**config.mk**
```make
export PLATFORM = sky130hd
export DESIGN_NAME = utf8_byte_stream_decoder
export DESIGN_NICKNAME = d
export VERILOG_FILES = /design/src/hdl/ubd_pkg.sv /design/src/hdl/utf8_byte_stream_decoder.sv /design/src/hdl/ubd_front.sv /design/src/hdl/ubd_back.sv
export SDC_FILE = /design/constraint.sdc
export NUM_CORES = 1
export LEC_CHECK = 0
export BUFFER_PORTS_ARGS = -buffer_cell sky130_fd_sc_hd__buf_2
export CAP_MARGIN = 20
export CORE_MARGIN = 8
export CORE_UTILIZATION = 38
export CTS_BUF_LIST = sky130_fd_sc_hd__clkbuf_2
export DETAILED_ROUTE_END_ITERATION = 10
export PLACE_DENSITY = 0.54
export SLEW_MARGIN = 15
export SYNTH_ARGS = -nofsm -noshare
export SYNTH_HDL_FRONTEND = slang
export SYNTH_SLANG_ARGS = --single-unit
export TNS_END_PERCENT = 5
```
**constraint.sdc**
```tcl
create_clock -name clock -period 5.9 [get_ports clock]
set_input_delay 0.295 -clock clock [delete_from_list [all_inputs] [get_ports clock]]
set_output_delay 0.295 -clock clock [all_outputs]
set_load 0.05 [all_outputs]
```
**src/hdl/ubd_pkg.sv**
```systemverilog
// ----------------------------------------------------------------------------
// ubd_pkg
// types, constants and helpers shared by the utf-8 byte stream decoder
// ----------------------------------------------------------------------------
package ubd_pkg;

   localparam logic [7:0] ASCII_TOP = 8'd127;

   localparam logic [31:0] OFFSET_LEN2 = 32'h0000_3080;
   localparam logic [31:0] OFFSET_LEN3 = 32'h000E_2080;
   localparam logic [31:0] OFFSET_LEN4 = 32'h03C8_2080;
   localparam logic [31:0] OFFSET_LEN5 = 32'hFA08_2080;
   localparam logic [31:0] OFFSET_LEN6 = 32'h8208_2080;

   // classified byte held in the queue
   typedef struct packed {
      logic [7:0] data;
      logic [2:0] trail;
   } entry_type;

   // queue head as seen by the back end
   typedef struct packed {
      logic      valid;
      entry_type entry;
   } head_type;

   // number of trailing bytes announced by a lead byte
   function automatic logic [2:0] trail_count(input logic [7:0] b);
      logic [2:0] t;
      if (b <= ASCII_TOP) begin
         t = 3'd0;
      end else if (b < 8'hC0) begin
         t = 3'd0;
      end else if (b < 8'hE0) begin
         t = 3'd1;
      end else if (b < 8'hF0) begin
         t = 3'd2;
      end else if (b < 8'hF8) begin
         t = 3'd3;
      end else if (b < 8'hFC) begin
         t = 3'd4;
      end else begin
         t = 3'd5;
      end
      return t;
   endfunction

   // offset removed from the accumulator for a sequence of a given length
   function automatic logic [31:0] len_offset(input logic [2:0] len);
      logic [31:0] o;
      case (len)
         3'd2:    o = OFFSET_LEN2;
         3'd3:    o = OFFSET_LEN3;
         3'd4:    o = OFFSET_LEN4;
         3'd5:    o = OFFSET_LEN5;
         3'd6:    o = OFFSET_LEN6;
         default: o = 32'd0;
      endcase
      return o;
   endfunction

endpackage

```
**src/hdl/utf8_byte_stream_decoder.sv**
```systemverilog
// ----------------------------------------------------------------------------
// utf8_byte_stream_decoder
// decodes a byte stream of utf-8 sequences of up to six bytes
// ----------------------------------------------------------------------------
// usage
//   req channel: one raw byte per word; rsp channel: one decoded character
//   per completed sequence, code point and sequence length
//   a front end classifies each byte and parks it in a two-entry queue,
//   a back end accumulates sequences into a registered result word
//   throughput: one byte per cycle while no completing byte waits on a stalled
//   rsp, set by the single shift-add step of the back end; bytes that complete
//   no character give no rsp word
//   a completing byte passes the queue head, then the result register, before
//   it shows on rsp; when rsp_tready is low the result register holds; bytes
//   that complete no character still drain, and req_tready drops once the next
//   completing byte and one more byte wait in the queue; no word is lost
//   reset clears the queue, the open sequence and the result valid
// ----------------------------------------------------------------------------
module utf8_byte_stream_decoder (
   input  logic        clock,
   input  logic        reset,
   input  logic        req_tvalid,
   output logic        req_tready,
   input  logic [7:0]  req_tdata,   // [7:0] byte_in
   output logic        rsp_tvalid,
   input  logic        rsp_tready,
   output logic [39:0] rsp_tdata    // [31:0] code_point, [34:32] seq_bytes
);
   import ubd_pkg::*;

   head_type head;
   logic     pop;

   ubd_front u_front (
      .clock      (clock),
      .reset      (reset),
      .req_tvalid (req_tvalid),
      .req_tready (req_tready),
      .req_tdata  (req_tdata),
      .head       (head),
      .pop        (pop)
   );

   ubd_back u_back (
      .clock      (clock),
      .reset      (reset),
      .head       (head),
      .pop        (pop),
      .rsp_tvalid (rsp_tvalid),
      .rsp_tready (rsp_tready),
      .rsp_tdata  (rsp_tdata)
   );

endmodule

```
**src/hdl/ubd_front.sv**
```systemverilog
// ----------------------------------------------------------------------------
// ubd_front
// accepts bytes, classifies lead bytes and holds them in a two-entry queue
// ----------------------------------------------------------------------------
module ubd_front (
   input  logic              clock,
   input  logic              reset,
   input  logic              req_tvalid,
   output logic              req_tready,
   input  logic [7:0]        req_tdata,
   output ubd_pkg::head_type head,
   input  logic              pop
);
   import ubd_pkg::*;

   entry_type  queue_ff [2];
   logic       wr_ptr_ff, wr_ptr_in;
   logic       rd_ptr_ff, rd_ptr_in;
   logic [1:0] count_ff, count_in;
   logic       push;
   logic       take;
   entry_type  new_entry;

   assign req_tready = (count_ff != 2'd2);
   assign push       = req_tvalid && req_tready;
   assign take       = pop && (count_ff != 2'd0);

   assign new_entry.data  = req_tdata;
   assign new_entry.trail = trail_count(req_tdata);

   assign head.valid = (count_ff != 2'd0);
   assign head.entry = queue_ff[rd_ptr_ff];

   always_comb begin
      wr_ptr_in = push ? ~wr_ptr_ff : wr_ptr_ff;
      rd_ptr_in = take ? ~rd_ptr_ff : rd_ptr_ff;
      count_in  = count_ff;
      if (push && !take) begin
         count_in = count_ff + 2'd1;
      end else if (take && !push) begin
         count_in = count_ff - 2'd1;
      end
   end

   always_ff @(posedge clock) begin
      if (reset) begin
         wr_ptr_ff <= 1'b0;
         rd_ptr_ff <= 1'b0;
         count_ff  <= 2'd0;
      end else begin
         wr_ptr_ff <= wr_ptr_in;
         rd_ptr_ff <= rd_ptr_in;
         count_ff  <= count_in;
      end
   end

   always_ff @(posedge clock) begin
      if (push) begin
         queue_ff[wr_ptr_ff] <= new_entry;
      end
   end

endmodule

```
**src/hdl/ubd_back.sv**
```systemverilog
// ----------------------------------------------------------------------------
// ubd_back
// sequence accumulator and registered result word
// ----------------------------------------------------------------------------
module ubd_back (
   input  logic              clock,
   input  logic              reset,
   input  ubd_pkg::head_type head,
   output logic              pop,
   output logic              rsp_tvalid,
   input  logic              rsp_tready,
   output logic [39:0]       rsp_tdata
);
   import ubd_pkg::*;

   logic [31:0] acc_ff, acc_in;
   logic [2:0]  left_ff, left_in;
   logic [2:0]  len_ff, len_in;
   logic        valid_ff, valid_in;
   logic [31:0] code_ff, code_in;
   logic [2:0]  nbytes_ff, nbytes_in;
   logic [31:0] acc_shift;
   logic        emits;
   logic        can_out;

   assign acc_shift = {acc_ff[25:0], 6'b0} + {24'b0, head.entry.data};
   assign emits     = (left_ff == 3'd0) ? (head.entry.trail == 3'd0) : (left_ff == 3'd1);
   assign can_out   = !valid_ff || rsp_tready;
   assign pop       = head.valid && (!emits || can_out);

   always_comb begin
      acc_in    = acc_ff;
      left_in   = left_ff;
      len_in    = len_ff;
      code_in   = code_ff;
      nbytes_in = nbytes_ff;
      valid_in  = rsp_tready ? 1'b0 : valid_ff;
      if (pop) begin
         if (left_ff == 3'd0) begin
            if (head.entry.trail == 3'd0) begin
               code_in   = {24'b0, head.entry.data};
               nbytes_in = 3'd1;
               valid_in  = 1'b1;
            end else begin
               acc_in  = {24'b0, head.entry.data};
               left_in = head.entry.trail;
               len_in  = head.entry.trail + 3'd1;
            end
         end else begin
            left_in = left_ff - 3'd1;
            if (left_ff == 3'd1) begin
               code_in   = acc_shift - len_offset(len_ff);
               nbytes_in = len_ff;
               valid_in  = 1'b1;
               acc_in    = 32'd0;
               len_in    = 3'd0;
            end else begin
               acc_in = acc_shift;
            end
         end
      end
   end

   always_ff @(posedge clock) begin
      if (reset) begin
         acc_ff   <= 32'd0;
         left_ff  <= 3'd0;
         len_ff   <= 3'd0;
         valid_ff <= 1'b0;
      end else begin
         acc_ff   <= acc_in;
         left_ff  <= left_in;
         len_ff   <= len_in;
         valid_ff <= valid_in;
      end
   end

   always_ff @(posedge clock) begin
      code_ff   <= code_in;
      nbytes_ff <= nbytes_in;
   end

   assign rsp_tvalid = valid_ff;
   assign rsp_tdata  = {5'b0, nbytes_ff, code_ff};

endmodule

```
==> results.md <==
- IO buf count: 48
- H-tree Lvls: 3
- Ys async rst share: 0%
- Gpl congestion: about 0.84
- Slowest library cell on the worst path: dfxtp_1
- Drt total wl: ~12 mm
- Final Hold Fails: 0
- Reg2reg setup slack: around 1.3 ns
- Initial Util: between 30% and 40%
- Slew at the pin closest to its max-slew limit: 0.976 ns
- Min-delay src: req_tvalid
- Via count: approximately 4,000
- Setup_tns: 0 ns
- Final min period: 4.65 ns
- Antenna violations before repair: 0
- Slew Limit Headroom: a little over a third
- Ys Warns: 0
- Max VDD drop: around 0.29 mV
- Clk slew on worst S/H paths: around 0.23 ns
- Pre-antenna DRT Iters: 4
- Mapped Area: ~0.0053 sq mm
- FP Rows: 43
- CTS sink count: 95
- # fillers: between 1,000 and 1,500
- Final HPWL DP: 8.65 mm
- DRT iter0 DRCs: ~290
- Drc violations: 0
- Area share of the largest cell type after synthesis: 32.0%
- Top cells by area, synth: edfxtp_1 32%, dfxtp_1 14%, nor2_1 5.4%
- Worst hold path type: in2reg
- Crit path max fanout: 11
- Synth Area per Inst: about 9.9 sq um
- RR Endpoint: u_back.code_ff[30]$_SDFFCE_PP0P_
- Fmax: 215 MHz
- Total Power: around 3200 uW
- Synth Flop Type: edfxtp_1
- CTS Buffer Depth: 2
- Synthesis-to-layout area growth: 11.7%
- Post-synthesis cell type count: 67
- Post-CTS Setup Inserts: 0
- Final setup viols: 0
- DRT antenna net count: 0
- Largest net degree at the start of global routing: 39
- Die width: around 130 microns
- Total Routing Usage GR: between 10% and 20%
- Final slew viol count: 0
- PD cells: approximately 530 mW/mm^2
- Die Ht: about 130 microns
- Bufs and invs on worst path: 1
- Leak: about 0.0023 uW
- Via density: ~5.2
- Clock tree from TritonCTS: yes
- Seq cells post-synth: 95
- Gr ovfl total: 0
- Register area share after synthesis: a little under half
- Gate power share: roughly 55%
- Worst path top cell family by delay: simple AND/OR/NAND/NOR gates
- Clock skew: about 0.021 ns
- Num CTS Buffers: 9
- Hold_buf cts: 9
- Final nets: slightly above 600
- CP required: around 6.3 ns
- Switching Share: between 40% and 50%
- Net Switching: between 1000 and 1500 uW
- Wire per inst: 15.4 microns
- Clk root buf: clkbuf_2
- Clock network fraction of design power: between 10% and 20%
- Sequential power share: between 30% and 40%
- RSZ-0062 raised after global routing: no
- Tcrit/Tclk final: slightly below 80%
- Core area: approximately 0.014 sq mm
- Setup CP Type: reg2reg
- Slowest stage delay, CP: between 0.6 and 0.7 ns
- PostCTS Resize Cnt: 0
- Startpoint Class: register
- First-pass GRT wire length: 19.3 mm
- Endpoint class of the critical path: register
- Status: finished, final reports clean
- Cells after Synth: 541
- Reg2Reg Depth: 17
- Hold WS: 0.0939 ns
- WHS Endpoint: u_front.wr_ptr_ff$_SDFFE_PP0P_
- Post-synth EDFFs: 57
- Hold depth: 4
- P_int: 1750 uW
- Cells along the critical path: mux2_2, ha_1, inv_1, fa_1, nand2b_1, nor3_2, nand3_1, xnor2_1, ha_1, a21o_1, a21o_1, a21oi_1, nor4bb_1, a311oi_1, a31oi_1, a211oi_1, nand2b_1
- Die area: 0.0181 sq mm
- Max cap viols: 0
- Clk_lat worst skew: just under 0.6 ns
- Vias in the first global route: ~4,000
- Layout cells sized above 1: between 15 and 20%
- Ports: between 50 and 60
- Largest area contributor in the netlist: edfxtp_1
- WP data arrival: roughly 5.0 ns
-- flip-flops by register name, indices dropped and copies added (netlist names), named ones only --
register	flops
u_front.count_ff	2
u_back.rsp_tvalid	1
u_back.code_ff	32
u_back.len_ff	3
u_front.queue_ff	22
u_back.nbytes_ff	3
u_front.wr_ptr_ff	1
u_back.acc_ff	26
u_back.left_ff	3
u_front.rd_ptr_ff	1
-- layer usage --
metal | global-route usage, % | vias up | routed length [microns]
met5 | 0 | - | 0
met2 | 22.2 | 65 | 5730
li1 | - | 2021 | -
met1 | 16.1 | 1906 | 5380
met4 | 5.86 | 0 | 211
met3 | 3.01 | 17 | 531
-- how the worst max path moves through the flow --
stage,start,end,cells after the start,slack [ns]
final,register,u_back.code_ff[30]$_SDFFCE_PP0P_,17,1.25
after global routing,register,u_back.code_ff[30]$_SDFFCE_PP0P_,17,0.79
after CTS,register,u_back.code_ff[30]$_SDFFCE_PP0P_,17,1.21
after detailed placement,register,u_back.code_ff[30]$_SDFFCE_PP0P_,17,1.21
after global placement,register,u_back.code_ff[30]$_SDFFCE_PP0P_,17,1.36
after floorplan,register,u_back.code_ff[30]$_SDFFCE_PP0P_,19,1.69
-- layout by cell type, fill, tap and decap left out, types with 5 or more instances in the layout --
cell type | netlist | routed
o21ai_0 | 8 | 8
a21oi_1 | 39 | 39
nand2b_1 | 9 | 9
xor2_1 | 20 | 20
buf_2 | 4 | 48
nand3_1 | 16 | 16
nand2_1 | 31 | 31
and3_1 | 7 | 7
a211oi_1 | 6 | 6
dlygate4sd3_1 | 0 | 9
xnor2_1 | 21 | 21
conb_1 | 1 | 5
nor2_1 | 77 | 76
and4_1 | 9 | 9
mux2_2 | 8 | 8
a21o_1 | 11 | 11
edfxtp_1 | 57 | 57
clkbuf_2 | 0 | 12
and2_1 | 8 | 8
ha_1 | 23 | 23
nand3b_1 | 5 | 5
nor2b_1 | 10 | 9
nand4_1 | 5 | 5
mux2i_1 | 8 | 8
nor3_1 | 18 | 18
inv_1 | 15 | 15
a31oi_1 | 9 | 8
dfxtp_1 | 38 | 38
-- worst register-to-register path, stage by stage (launching register included) --
cell	delay, ns
dfxtp_1	0.69
mux2_2	0.26
ha_1	0.20
inv_1	0.08
fa_1	0.51
nand2b_1	0.26
nor3_2	0.30
nand3_1	0.14
xnor2_1	0.17
ha_1	0.24
a21o_1	0.20
a21o_1	0.20
a21oi_1	0.26
nor4bb_1	0.32
a311oi_1	0.11
a31oi_1	0.24
a211oi_1	0.10
nand2b_1	0.17
-- Yosys cell counts, types with 5 or more instances --
cell type and n:
xor2_1 20, nand2b_1 9, and3_1 7, clkbuf_1 17
a211oi_1 6, and4_1 9, ha_1 23, a21oi_1 39
a21o_1 11, nand2_1 31, edfxtp_1 57, nor2_1 77
nor3_1 18, xnor2_1 21, nand3_1 16, dfxtp_1 38
and2_1 8, mux2_2 8, nand4_1 5, o21ai_0 8
nor2b_1 10, a31oi_1 9, nand3b_1 5, mux2i_1 8
inv_1 15, buf_4 7
-- metrics by stage --
step	util, %	cell area, sq um	worst slack (ns)	std cells
6_report	43.2	5980	1.25	771
5_1_grt	43.2	5970	0.787	770
4_1_cts	43.0	5950	1.21	769
3_5_place_dp	41.3	5710	1.21	744
3_3_place_gp	41.3	5710	1.36	744
2_1_floorplan	-	5360	1.69	545
-- power by group through the flow --
stage / logic, uW / registers (uW) / clock network (uW)
2_1_floorplan: 1230 / 1190 / 0
3_5_place_dp: 1740 / 1040 / 0
4_1_cts: 1760 / 1020 / 420
5_1_grt: 1940 / 1040 / 440
6_report: 1750 / 1020 / 400
3_3_place_gp: 1740 / 1030 / 0
-- kinds of logic after synthesis --
logic type / synth area share [%]
AND/OR/NAND/NOR: 20.3
AO/OA/AOI/OAI: 13.4
flip-flops: 46.2
buffers and inverters: 3.74
XOR/XNOR: 7.32
adder cells (fa/ha/maj): 5.75
multiplexers: 3.18
other: 0.0701
-- final cells by class --
class                           count  area (sq um)  share of cell area (%)
Multi-Input combinational cell    405          2710                    45.4
Sequential cell                    95          2470                    41.4
Timing Repair Buffer               58           350                    5.86
Tap cell                          180           225                    3.77
Clock inverter                      4          93.8                    1.57
Clock buffer                       12          60.1                    1.00
Inverter                           16          60.1                    1.00
Antenna cell                        1          2.50                  0.0419
Note: power is estimated with default switching activity, not from simulation.
